$ cat src/hw/rtl/rpn_pkg.sv
`timescale 1ns / 1ps
// ----------------------------------------------------------------------------
// rpn_pkg
// Shared types and constants of the RPN stack calculator.
// ----------------------------------------------------------------------------
package rpn_pkg;

    localparam int StackDepth = 16;
    localparam int PtrW       = $clog2(StackDepth);
    localparam int CntW       = $clog2(StackDepth + 1);

    typedef enum logic [3:0] {
        K_PUSH = 4'd0, K_ADD = 4'd1, K_SUB = 4'd2, K_MUL = 4'd3, K_DIV = 4'd4,
        K_NEG = 4'd5, K_DUP = 4'd6, K_SWAP = 4'd7, K_CLEAR = 4'd8,
        K_PALL = 4'd9, K_PTOP = 4'd10
    } kind_t;

    typedef enum logic [1:0] {
        ST_OK = 2'd0, ST_FEW = 2'd1, ST_DIVZERO = 2'd2, ST_FULL = 2'd3
    } status_t;

    typedef struct packed {
        logic [3:0]         kind;
        logic signed [31:0] value;
    } in_item_t;

    typedef struct packed {
        logic [1:0]         status;
        logic               has_value;
        logic signed [31:0] value_res;
        logic               last;
    } out_item_t;

    typedef enum logic [3:0] {
        S_IDLE, S_RD1, S_RD2, S_EXEC, S_DIV, S_WR1, S_WR2, S_PRD, S_PEMIT, S_EMIT
    } state_t;

    // Datapath operation selected by the controller
    typedef enum logic [2:0] {
        OP_ADD, OP_SUB, OP_MUL, OP_NEG, OP_PASS
    } alu_op_t;

    // Commands from controller to datapath
    typedef struct packed {
        logic            rd_en;
        logic [PtrW-1:0] rd_addr;
        logic            load_a;     // capture read data as top
        logic            load_b;     // capture read data as second
        logic            load_cmd;   // capture push value into a
        logic            wr_en;
        logic [PtrW-1:0] wr_addr;
        logic            wr_sel_b;   // write b instead of result
        logic            alu_go;     // register alu result
        alu_op_t         op;
        logic            div_start;
        logic            out_load;
        logic [1:0]      out_status;
        logic            out_has;
        logic            out_last;
        logic            out_from_rd; // print uses read data
    } cmd_t;

    typedef struct packed {
        logic div_busy;
        logic a_zero;
        logic out_full;
    } stat_t;

endpackage

$ cat src/hw/rtl/rpn_div.sv
`timescale 1ns / 1ps
// ----------------------------------------------------------------------------
// rpn_div
// Signed 32-bit divider, one quotient bit per cycle, truncating toward zero.
// ----------------------------------------------------------------------------
module rpn_div (
    input  logic               clk,
    input  logic               rst_n,
    input  logic               start,
    input  logic signed [31:0] dividend,
    input  logic signed [31:0] divisor,
    output logic               busy,
    output logic signed [31:0] quotient
);
    logic [31:0] rem_reg, rem_next;
    logic [31:0] quo_reg, quo_next;
    logic [31:0] dsr_reg, dsr_next;
    logic        neg_reg, neg_next;
    logic [5:0]  cnt_reg, cnt_next;
    logic [32:0] trial;
    logic [32:0] shifted;

    // Control counter
    always_ff @(posedge clk or negedge rst_n)
    begin
        if (!rst_n)
        begin
            cnt_reg <= '0;
        end
        else
        begin
            cnt_reg <= cnt_next;
        end
    end

    // Payload registers
    always_ff @(posedge clk)
    begin
        rem_reg <= rem_next;
        quo_reg <= quo_next;
        dsr_reg <= dsr_next;
        neg_reg <= neg_next;
    end

    // Restoring shift-subtract step
    always_comb
    begin
        rem_next = rem_reg;
        quo_next = quo_reg;
        dsr_next = dsr_reg;
        neg_next = neg_reg;
        cnt_next = cnt_reg;
        shifted  = {rem_reg, quo_reg[31]};
        trial    = shifted - {1'b0, dsr_reg};
        if (start)
        begin
            rem_next = '0;
            quo_next = dividend[31] ? 32'(-dividend) : dividend;
            dsr_next = divisor[31] ? 32'(-divisor) : divisor;
            neg_next = dividend[31] ^ divisor[31];
            cnt_next = 6'd32;
        end
        else if (cnt_reg != '0)
        begin
            if (!trial[32])
            begin
                rem_next = trial[31:0];
                quo_next = {quo_reg[30:0], 1'b1};
            end
            else
            begin
                rem_next = shifted[31:0];
                quo_next = {quo_reg[30:0], 1'b0};
            end
            cnt_next = cnt_reg - 6'd1;
        end
    end

    assign busy     = (cnt_reg != '0);
    assign quotient = neg_reg ? 32'(-quo_reg) : quo_reg;
endmodule

$ cat src/hw/rtl/rpn_datapath.sv
`timescale 1ns / 1ps
// ----------------------------------------------------------------------------
// rpn_datapath
// Stack memory, operand registers, ALU, divider and output register.
// ----------------------------------------------------------------------------
module rpn_datapath (
    input  logic               clk,
    input  logic               rst_n,
    input  rpn_pkg::cmd_t      cmd,
    input  logic signed [31:0] push_value,
    output rpn_pkg::stat_t     stat,
    output logic               out_valid,
    input  logic               out_stall,
    output rpn_pkg::out_item_t out_item
);
    logic [31:0] mem [rpn_pkg::StackDepth];
    logic [31:0] rd_data_reg;
    logic [31:0] a_reg, a_next;
    logic [31:0] b_reg, b_next;
    logic [31:0] res_reg;
    logic [31:0] alu;
    logic [31:0] quo;
    logic        div_busy;
    logic        ov_reg, ov_next;
    rpn_pkg::out_item_t item_reg;

    // Stack memory, registered read
    always_ff @(posedge clk)
    begin
        if (cmd.wr_en)
        begin
            mem[cmd.wr_addr] <= cmd.wr_sel_b ? b_reg : res_reg;
        end
        if (cmd.rd_en)
        begin
            rd_data_reg <= mem[cmd.rd_addr];
        end
    end

    // Operand capture
    always_comb
    begin
        a_next = a_reg;
        b_next = b_reg;
        if (cmd.load_a)   a_next = rd_data_reg;
        if (cmd.load_cmd) a_next = push_value;
        if (cmd.load_b)   b_next = rd_data_reg;
    end

    // ALU
    always_comb
    begin
        case (cmd.op)
            rpn_pkg::OP_ADD:  alu = b_reg + a_reg;
            rpn_pkg::OP_SUB:  alu = b_reg - a_reg;
            rpn_pkg::OP_MUL:  alu = 32'(a_reg * b_reg);
            rpn_pkg::OP_NEG:  alu = 32'(-a_reg);
            default:          alu = a_reg;
        endcase
    end

    always_ff @(posedge clk)
    begin
        a_reg <= a_next;
        b_reg <= b_next;
        if (cmd.alu_go)
        begin
            res_reg <= alu;
        end
        else if (!div_busy && cmd.op == rpn_pkg::OP_PASS && !cmd.load_cmd
                 && !cmd.wr_en && !cmd.load_a)
        begin
            res_reg <= quo;
        end
        else if (cmd.load_cmd)
        begin
            res_reg <= push_value;
        end
        if (cmd.out_load)
        begin
            item_reg.status    <= cmd.out_status;
            item_reg.has_value <= cmd.out_has;
            item_reg.value_res <= cmd.out_from_rd ? rd_data_reg : 32'd0;
            item_reg.last      <= cmd.out_last;
        end
    end

    // Output valid
    always_comb
    begin
        ov_next = ov_reg;
        if (ov_reg && !out_stall) ov_next = 1'b0;
        if (cmd.out_load)         ov_next = 1'b1;
    end

    always_ff @(posedge clk or negedge rst_n)
    begin
        if (!rst_n)
        begin
            ov_reg <= 1'b0;
        end
        else
        begin
            ov_reg <= ov_next;
        end
    end

    rpn_div u_div (
        .clk      (clk),
        .rst_n    (rst_n),
        .start    (cmd.div_start),
        .dividend (b_reg),
        .divisor  (a_reg),
        .busy     (div_busy),
        .quotient (quo)
    );

    assign stat = '{div_busy: div_busy,
                    a_zero:   (a_reg == 32'd0),
                    out_full: (ov_reg && out_stall)};
    assign out_valid = ov_reg;
    assign out_item  = item_reg;
endmodule

$ cat src/hw/rtl/rpn_ctrl.sv
`timescale 1ns / 1ps
// ----------------------------------------------------------------------------
// rpn_ctrl
// Command sequencer: owns the stack count and steers the datapath.
// ----------------------------------------------------------------------------
module rpn_ctrl (
    input  logic              clk,
    input  logic              rst_n,
    input  logic              in_valid,
    output logic              in_stall,
    input  logic [3:0]        kind,
    input  rpn_pkg::stat_t    stat,
    output rpn_pkg::cmd_t     cmd
);
    localparam int PW = rpn_pkg::PtrW;
    localparam int CW = rpn_pkg::CntW;
    localparam logic [CW-1:0] Full = CW'(rpn_pkg::StackDepth);

    rpn_pkg::state_t state_reg, state_next;
    logic [CW-1:0]   cnt_reg, cnt_next;
    logic [3:0]      kind_reg, kind_next;
    logic [CW-1:0]   idx_reg, idx_next;
    logic [1:0]      est_reg, est_next;
    logic            div_wait_reg, div_wait_next;
    logic            accept;
    logic [CW-1:0]   top, sec;

    assign top    = cnt_reg - CW'(1);
    assign sec    = cnt_reg - CW'(2);
    assign accept = in_valid && !in_stall;

    // State register
    always_ff @(posedge clk or negedge rst_n)
    begin
        if (!rst_n)
        begin
            state_reg    <= rpn_pkg::S_IDLE;
            cnt_reg      <= '0;
            kind_reg     <= '0;
            idx_reg      <= '0;
            est_reg      <= '0;
            div_wait_reg <= 1'b0;
        end
        else
        begin
            state_reg    <= state_next;
            cnt_reg      <= cnt_next;
            kind_reg     <= kind_next;
            idx_reg      <= idx_next;
            est_reg      <= est_next;
            div_wait_reg <= div_wait_next;
        end
    end

    // Next state and datapath commands
    always_comb
    begin
        state_next    = state_reg;
        cnt_next      = cnt_reg;
        kind_next     = kind_reg;
        idx_next      = idx_reg;
        est_next      = est_reg;
        div_wait_next = div_wait_reg;
        in_stall      = 1'b1;
        cmd           = '0;
        cmd.op        = rpn_pkg::OP_PASS;
        cmd.load_a    = 1'b0;
        case (state_reg)
            rpn_pkg::S_IDLE:
            begin
                in_stall = 1'b0;
                if (accept)
                begin
                    kind_next = kind;
                    case (kind)
                        rpn_pkg::K_PUSH:
                        begin
                            if (cnt_reg >= Full)
                            begin
                                est_next   = rpn_pkg::ST_FULL;
                                state_next = rpn_pkg::S_EMIT;
                            end
                            else
                            begin
                                cmd.load_cmd = 1'b1;
                                state_next   = rpn_pkg::S_WR1;
                            end
                        end
                        rpn_pkg::K_ADD, rpn_pkg::K_SUB, rpn_pkg::K_MUL, rpn_pkg::K_DIV,
                        rpn_pkg::K_SWAP:
                        begin
                            if (cnt_reg < CW'(2))
                            begin
                                est_next   = rpn_pkg::ST_FEW;
                                state_next = rpn_pkg::S_EMIT;
                            end
                            else
                            begin
                                cmd.rd_en   = 1'b1;
                                cmd.rd_addr = top[PW-1:0];
                                state_next  = rpn_pkg::S_RD1;
                            end
                        end
                        rpn_pkg::K_NEG, rpn_pkg::K_DUP:
                        begin
                            if (cnt_reg == '0)
                            begin
                                est_next   = rpn_pkg::ST_FEW;
                                state_next = rpn_pkg::S_EMIT;
                            end
                            else if (kind == rpn_pkg::K_DUP && cnt_reg >= Full)
                            begin
                                est_next   = rpn_pkg::ST_FULL;
                                state_next = rpn_pkg::S_EMIT;
                            end
                            else
                            begin
                                cmd.rd_en   = 1'b1;
                                cmd.rd_addr = top[PW-1:0];
                                state_next  = rpn_pkg::S_RD2;
                            end
                        end
                        rpn_pkg::K_CLEAR: cnt_next = '0;
                        rpn_pkg::K_PALL, rpn_pkg::K_PTOP:
                        begin
                            est_next = rpn_pkg::ST_OK;
                            if (cnt_reg == '0)
                            begin
                                state_next = rpn_pkg::S_EMIT;
                            end
                            else
                            begin
                                idx_next    = top;
                                cmd.rd_en   = 1'b1;
                                cmd.rd_addr = top[PW-1:0];
                                state_next  = rpn_pkg::S_PRD;
                            end
                        end
                        default: ;
                    endcase
                end
            end
            // Top arrived; fetch second
            rpn_pkg::S_RD1:
            begin
                cmd.load_a  = 1'b1;
                cmd.rd_en   = 1'b1;
                cmd.rd_addr = sec[PW-1:0];
                state_next  = rpn_pkg::S_RD2;
            end
            // Last operand arrived
            rpn_pkg::S_RD2:
            begin
                if (kind_reg inside {rpn_pkg::K_NEG, rpn_pkg::K_DUP})
                begin
                    cmd.load_a = 1'b1;
                end
                else
                begin
                    cmd.load_b = 1'b1;
                end
                state_next = rpn_pkg::S_EXEC;
            end
            rpn_pkg::S_EXEC:
            begin
                state_next = rpn_pkg::S_WR1;
                cmd.alu_go = 1'b1;
                case (kind_reg)
                    rpn_pkg::K_ADD: cmd.op = rpn_pkg::OP_ADD;
                    rpn_pkg::K_SUB: cmd.op = rpn_pkg::OP_SUB;
                    rpn_pkg::K_MUL: cmd.op = rpn_pkg::OP_MUL;
                    rpn_pkg::K_NEG: cmd.op = rpn_pkg::OP_NEG;
                    rpn_pkg::K_DIV:
                    begin
                        cmd.alu_go = 1'b0;
                        if (stat.a_zero)
                        begin
                            est_next   = rpn_pkg::ST_DIVZERO;
                            state_next = rpn_pkg::S_EMIT;
                        end
                        else
                        begin
                            cmd.div_start = 1'b1;
                            state_next    = rpn_pkg::S_DIV;
                        end
                    end
                    default: cmd.op = rpn_pkg::OP_PASS;
                endcase
            end
            // Wait for quotient; result register tracks it when idle
            rpn_pkg::S_DIV:
            begin
                cmd.op = rpn_pkg::OP_PASS;
                if (!stat.div_busy && div_wait_reg)
                begin
                    div_wait_next = 1'b0;
                    state_next    = rpn_pkg::S_WR1;
                end
                else if (!stat.div_busy)
                begin
                    div_wait_next = 1'b1;
                end
            end
            // Write back result; push, dup and binary operations also update count
            rpn_pkg::S_WR1:
            begin
                cmd.wr_en = 1'b1;
                state_next = rpn_pkg::S_IDLE;
                case (kind_reg)
                    rpn_pkg::K_PUSH, rpn_pkg::K_DUP:
                    begin
                        cmd.wr_addr = cnt_reg[PW-1:0];
                        cnt_next    = cnt_reg + CW'(1);
                    end
                    rpn_pkg::K_NEG:
                    begin
                        cmd.wr_addr = top[PW-1:0];
                    end
                    rpn_pkg::K_SWAP:
                    begin
                        cmd.wr_addr  = top[PW-1:0];
                        cmd.wr_sel_b = 1'b1;
                        state_next   = rpn_pkg::S_WR2;
                    end
                    default:
                    begin
                        cmd.wr_addr = sec[PW-1:0];
                        cnt_next    = cnt_reg - CW'(1);
                    end
                endcase
            end
            // Swap: old top goes under
            rpn_pkg::S_WR2:
            begin
                cmd.wr_en   = 1'b1;
                cmd.wr_addr = sec[PW-1:0];
                state_next  = rpn_pkg::S_IDLE;
            end
            // Present one printed element
            rpn_pkg::S_PRD:
            begin
                if (!stat.out_full)
                begin
                    cmd.out_load    = 1'b1;
                    cmd.out_has     = 1'b1;
                    cmd.out_from_rd = 1'b1;
                    cmd.out_status  = rpn_pkg::ST_OK;
                    cmd.out_last    = (idx_reg == '0) || (kind_reg == rpn_pkg::K_PTOP);
                    if (cmd.out_last)
                    begin
                        state_next = rpn_pkg::S_IDLE;
                    end
                    else
                    begin
                        idx_next    = idx_reg - CW'(1);
                        cmd.rd_en   = 1'b1;
                        cmd.rd_addr = idx_next[PW-1:0];
                    end
                end
            end
            rpn_pkg::S_EMIT:
            begin
                if (!stat.out_full)
                begin
                    cmd.out_load   = 1'b1;
                    cmd.out_status = est_reg;
                    cmd.out_last   = 1'b1;
                    state_next     = rpn_pkg::S_IDLE;
                end
            end
            default: state_next = rpn_pkg::S_IDLE;
        endcase
    end
endmodule

$ cat src/hw/rtl/rpn_stack_calculator.sv
`timescale 1ns / 1ps
// Commands are taken one at a time: the next is accepted only after the previous one finishes.
// The divider is a 32-step restoring shift-subtract loop; print-all walks the stack top down.
// Reset: async active low empties the stack and clears the output valid flag.
// ----------------------------------------------------------------------------
// rpn_stack_calculator
// Reverse-Polish calculator over a 16-entry stack of 32-bit signed values.
// ----------------------------------------------------------------------------
module rpn_stack_calculator (
    input  logic               clk,
    input  logic               rst_n,
    input  logic               in_valid,
    output logic               in_stall,
    input  rpn_pkg::in_item_t  in_item,
    output logic               out_valid,
    input  logic               out_stall,
    output rpn_pkg::out_item_t out_item
);
    rpn_pkg::cmd_t  cmd;
    rpn_pkg::stat_t stat;

    rpn_ctrl u_ctrl (
        .clk      (clk),
        .rst_n    (rst_n),
        .in_valid (in_valid),
        .in_stall (in_stall),
        .kind     (in_item.kind),
        .stat     (stat),
        .cmd      (cmd)
    );

    rpn_datapath u_dp (
        .clk        (clk),
        .rst_n      (rst_n),
        .cmd        (cmd),
        .push_value (in_item.value),
        .stat       (stat),
        .out_valid  (out_valid),
        .out_stall  (out_stall),
        .out_item   (out_item)
    );
endmodule

$ cat config.mk
export PLATFORM = sky130hd
export DESIGN_NAME = rpn_stack_calculator
export DESIGN_NICKNAME = d
export VERILOG_FILES = /design/src/hw/rtl/rpn_pkg.sv /design/src/hw/rtl/rpn_div.sv /design/src/hw/rtl/rpn_datapath.sv /design/src/hw/rtl/rpn_ctrl.sv /design/src/hw/rtl/rpn_stack_calculator.sv
export SDC_FILE = /design/constraint.sdc
export NUM_CORES = 2
export LEC_CHECK = 0
export BUFFER_PORTS_ARGS = -buffer_cell sky130_fd_sc_hd__buf_2
export CAP_MARGIN = 20
export CORE_UTILIZATION = 35
export CTS_BUF_LIST = sky130_fd_sc_hd__clkbuf_8
export CTS_CLUSTER_SIZE = 25
export DETAILED_ROUTE_END_ITERATION = 7
export PLACE_DENSITY = 0.6
export SLEW_MARGIN = 20
export SYNTH_ARGS = -nofsm -noshare
export SYNTH_HDL_FRONTEND = slang
export SYNTH_SLANG_ARGS = --single-unit
$ cat constraint.sdc
create_clock -name clk -period 9 [get_ports clk]
set_input_delay 0.45 -clock clk [delete_from_list [all_inputs] [get_ports clk]]
set_output_delay 0.45 -clock clk [all_outputs]
set_load 0.1 [all_outputs]
# After elaboration in Yosys (flattened, before gate mapping)
# Memory sizes are Yosys's and may differ from the RTL's. A register that Yosys moved wholly into a read port is not among the register bits.
# Cells that the tools add are included.
# op_classes
n_mul	1
add_sub_neg	12
n_eq_ne	47
reduce_logical	42
magnitude_cmp	2
mux	91
bitwise	1
# ops
op	n
two-way mux 32 bit	11
negation 32 bit	4
one-hot mux 32 bit (4 select lines)	1
two-way mux 5 bit	14
equality test 4 x 3 -> 1 bit, second input constant	12
two-way mux 4 bit	12
one-hot mux 5 bit (2 select lines)	4
subtractor 33 x 32 -> 33 bit	1
adder 32 bit	1
logical NOT 32 bit	1
multiplier 32 x 32 -> 32 bit	1
one-hot mux 4 bit (8 select lines)	1
subtractor 32 bit	1
two-way mux 31 bit	1
one-hot mux 5 bit (3 select lines)	2
equality test 4 x 2 -> 1 bit, second input constant	6
two-way mux 1 bit	24
equality test 4 bit, second input constant	5
inequality test 2 bit, second input constant	10
two-way mux 6 bit	3
one-hot mux 4 bit (4 select lines)	1
two-way mux 2 bit	7
nonzero test 2 bit	7
equality test 4 x 1 -> 1 bit, second input constant	3
35 further kinds	63
# word_totals
regBits	257
ramBits	512
inputBits	40
n_memories	1
out_inout_bits	38
word_cells	217
# mem_list
name	depth	word_bits	read_ports	rd_clocked_by_memory_dff	write_ports	line	text
u_dp.mem	16	32	1	1	1	rpn_datapath.sv:16	logic [31:0] mem [rpn_pkg::StackDepth];

# Longest topological paths before layout
# depth
depth_word	11
depth_mapped	28
depth_no_buf	26

# Cells and area by module
# From an unflattened synthesis, not the netlist that was laid out.
# unflattened
hier_cells	4553
area_unflattened_um2	55330.6
# modules_own_cells
mod	n_inst	area_each_um2	cells_per_inst	seq_area_each_um2
rpn_datapath	1	45534.9	3430	20324.5
rpn_div	1	7589.8	841	2742.6
rpn_ctrl	1	2205.9	282	525.5

# Least setup slack after synthesis
# No wires, ideal clock.
# synth_timing
kind	reg2reg
startpoint	register u_dp.b_reg[5]
endpoint	register u_dp.res_reg[31] (data pin)
t_required_ns	8.737
stages_incl_launch_ff	27
arrival_ns	7.469
path_buffers	2
setup_ns	0.263
synth_period_minus_slack_ns	7.732
setup_slack_ns	1.268
cell_sequence	edfxtp_1 > clkbuf_1 > clkbuf_1 > and2_1 > fa_1 > fa_1 > fa_1 > inv_1 > fa_1 > inv_1 > fa_1 > inv_1 > fa_1 > inv_1 > fa_1 > fa_1 > ha_1 > a21oi_1 > o221ai_1 > or4_1 > o31ai_1 > o221ai_1 > nor3_1 > o21ai_0 > xnor2_1 > a221oi_1 > a21oi_1
# synth_between
elab_chain_cells	3
elab_cells_between_ends	5
classes_between	2 x add/sub; 1 x mul; 2 x mux
# synth_rtl
item	line	text
start, declared	rpn_datapath.sv:19	logic [31:0] b_reg, b_next;
start signal, assigned	rpn_datapath.sv:65	b_reg <= b_next;
multiplier 32 x 32 -> 32 bit (tied with other cells)	rpn_datapath.sv:56	rpn_pkg::OP_MUL: alu = 32'(a_reg * b_reg);
one-hot mux 32 bit (4 select lines) (*)	rpn_datapath.sv:53	case (cmd.op)
two-way mux 32 bit (*)	rpn_datapath.sv:66	if (cmd.alu_go)
end signal, assigned	rpn_datapath.sv:68	res_reg <= alu;
end signal, assigned	rpn_datapath.sv:73	res_reg <= quo;
end signal, assigned	rpn_datapath.sv:77	res_reg <= push_value;
end, declared	rpn_datapath.sv:20	logic [31:0] res_reg;
# Mark *: on every way between the ends. The rest lies on a longest branch, timed or not.
# A chain may end at the register's enable or synchronous reset.

# Worst setup path after layout
# layout_timing
startpoint	register u_dp.a_reg[4]
endpoint	register u_dp.res_reg[31] (data pin)
# layout_between
elab_chain_cells	3
elab_cells_between_ends	6
classes_between	3 x add/sub; 1 x mul; 2 x mux
# layout_rtl
item	line	text
start, declared	rpn_datapath.sv:18	logic [31:0] a_reg, a_next;
start signal, assigned	rpn_datapath.sv:64	a_reg <= a_next;
multiplier 32 x 32 -> 32 bit (tied with other cells)	rpn_datapath.sv:56	
one-hot mux 32 bit (4 select lines) (*)	rpn_datapath.sv:53	
two-way mux 32 bit (*)	rpn_datapath.sv:66	
# Marks and branches as above.

==> reports/results.ini <==
[global_route]
grt-ovfl-total = 0
globalRouteTotalUtil = 0.2198
antenna_found_initial = 11
grt_pass1_vias = 39750
grt_pass1_wl_um = 260100
grt_start_max_net_pins = 196

[logic_synthesis]
yosysTopAreaCell = edfxtp_1
ys_warn_count = 0
ys_types = 80
avgSynthCellArea_um2 = 10.64
ys_async_sr_fraction = 0.03496
synth_top_area_frac = 0.4032
ys_seq_elements = 801
synthCells = 5186
syn_area_mm2 = 0.05519
ys_seq_area_frac = 0.4275
syn_nets = 5833
synth_area_leaders = edfxtp_1, fa_1, and2_1, nand2_1, ha_1
synth_ff_type = edfxtp_1
synth_edf_count = 741

[placement]
dp.cells = 7117
place_hpwl_um = 120300
io_buffers = 77
gp_congestion = 0.9483

[sta]
setup_viol_count_final = 0
tightest_slew_ns = 1.199
post-route-min-period_ns = 8.412
clock_skew_ns = 0.05139
max_freq_ghz = 0.1189
setup_tns_ns = 0
rsz0062_at_grt = no
relSlewSlack = 0.2009
slew_viol_final = 0
finalCritPeriodShare = 0.9346
hold_viol_final = 0

[cells_and_area]
nets = 5878
top_register = u_dp.mem
final_cell_mix = edfxtp_1, nand2_1, inv_1
synthToLayoutAreaGrowth_pct = 10.60
layout.cells.non_filler = 7403
drive_gt1_frac = 0.09773
final_util = 0.3903
largest_reg_flops = 512
layout_commonest_cell = edfxtp_1

[worst_setup_path]
worstSetupPathType = reg2reg
slowest_delay_ns = 0.95
endpoint_kind = flop
critical_path.cell_chain = buf_4, and2_1, fa_1, inv_1, fa_1, fa_1, inv_1, ha_1, fa_1, fa_1, fa_1, fa_1, ha_1, a21oi_1, o221ai_1, or4_1, o31ai_1, buf_4, o221ai_1, nor3_1, o21ai_0, xnor2_1, a221oi_1, a21oi_1
regToRegSetupSlack_ns = 0.59
startpoint_type = flop
timing.rr.end = u_dp.res_reg[31]
cp_top_family = adder cells
crit_path_top_delay_cell = edfxtp_1
worstPathMaxFanout = 15
cpMostUsedCell = fa_1
cp.required_ns = 9.56
reg2reg_from = u_dp.a_reg[4]
r2r_cells = 24
cp.buffers_inverters = 4
critPathArrivalTime_ns = 8.97

[route]
via_per_inst = 5.402
wl_um = 175100
routedWlPerCell_um = 23.66
drt.antenna.violating_nets = 0
dr.pass1.iters = 5
vias = 39990
drtIter0Drc = 3576
remaining_drc_errors = 0

[floorplan]
rows = 145
die_h_um = 399.1
initial_core_util = 0.3529
io_pins = 78
die_w_um = 399.1
die_area_mm2 = 0.1593
coreArea_mm2 = 0.1564

[outcome]
status = finished clean

[clock_network]
cts.reportedPaths.clkPinSlew_ns = 0.06
cts.sinks = 801
cts_tree = done
clk_latency_ns = 0.87
cts_inserted_buffers = 143
clockRootBuffer = clkbuf_8
cts_max_path_buffers = 3
cts_resized = 0
h-tree-depth = 4

[worst_hold_path]
min_path_type = in2reg
min_to = u_dp.a_reg[18]
hold_path_depth = 2
min-delay-start = in_item[18]

[run]
timing.max_cap.violations = 0

-- Yosys cell counts (all sizes together), types with 5 or more instances --
cell,n
fa,410
clkbuf,302
or3b,6
o221ai,13
a31oi,77
nand3,43
a311oi,65
o22ai,23
a22oi,5
xor2,120
o31a,9
and2,470
o21ai,209
or3,35
and3,11
o21bai,8
buf,31
edfxtp,741
o311ai,5
a21o,37
nand2b,38
dfxtp,32
nor3,41
a221oi,20
o31ai,27
mux2i,33
or4,13
o21a,22
mux2,66
a21oi,245
xnor2,156
a211oi,173
nor4,18
o211ai,15
dfrtp,28
ha,197
nand4,15
o41ai,13
nor2,159
or2,12
nor2b,22
inv,462
nand2,705
-- timing repair --
item	CTS	global route
hold buffers	27	0
buffers inserted	0	0
hold endpoints to repair	58	0
-- cell families after synthesis --
group / share of synthesized area
AND/OR/NAND/NOR: 0.1423
AO/OA/AOI/OAI: 0.1188
flip-flops: 0.4275
buffers and inverters: 0.05475
adder cells (fa/ha/maj): 0.1934
XOR/XNOR: 0.04380
multiplexers: 0.01945
-- layout make-up --
cell class | count | area [µm²]
fill | 15190 | 95340
multi-input combinational | 3590 | 28810
sequential | 801 | 23590
tap | 2058 | 2575
clock buffer | 151 | 2078
inverter | 462 | 1734
timing repair buffer | 233 | 1662
clock inverter | 104 | 586.8
antenna | 4 | 10.01
-- worst max path at each step --
stage / startpoint / to / slack [ns] / depth (start not counted)
2_1_floorplan: u_dp.b_reg[5] / u_dp.res_reg[31] / 1.27 / 26
3_3_place_gp: u_dp.a_reg[13] / u_dp.res_reg[31] / 0.73 / 25
4_1_cts: u_dp.a_reg[4] / u_dp.res_reg[31] / 0.63 / 24
6_report: u_dp.a_reg[4] / u_dp.res_reg[31] / 0.59 / 24
5_1_grt: u_dp.a_reg[4] / u_dp.res_reg[31] / 0.21 / 24
3_5_place_dp: u_dp.a_reg[4] / u_dp.res_reg[31] / 0.69 / 24
-- layer usage --
layer,track usage,routed length [µm]
met1,0.2988,76100
met2,0.3568,81770
met3,0.03347,11460
met4,0.07531,5786
met5,0,32
-- stage by stage --
| stage | cell area [µm²] | setup WS, ns | hold slack (ns) |
|---|---|---|---|
| finish | 61040 | 0.5884 | 0.08808 |
| floorplan | 55190 | 1.268 | 0.1544 |
| global route | 61040 | 0.2087 | 0.02363 |
| detailed placement | 58100 | 0.6870 | 0.4677 |
| global placement | 58100 | 0.7258 | 0.4610 |
| CTS | 61030 | 0.6274 | 0.0004840 |
Power is not shown: default switching activity piles up to over one toggle a cycle in this logic, so the estimate is an artifact.
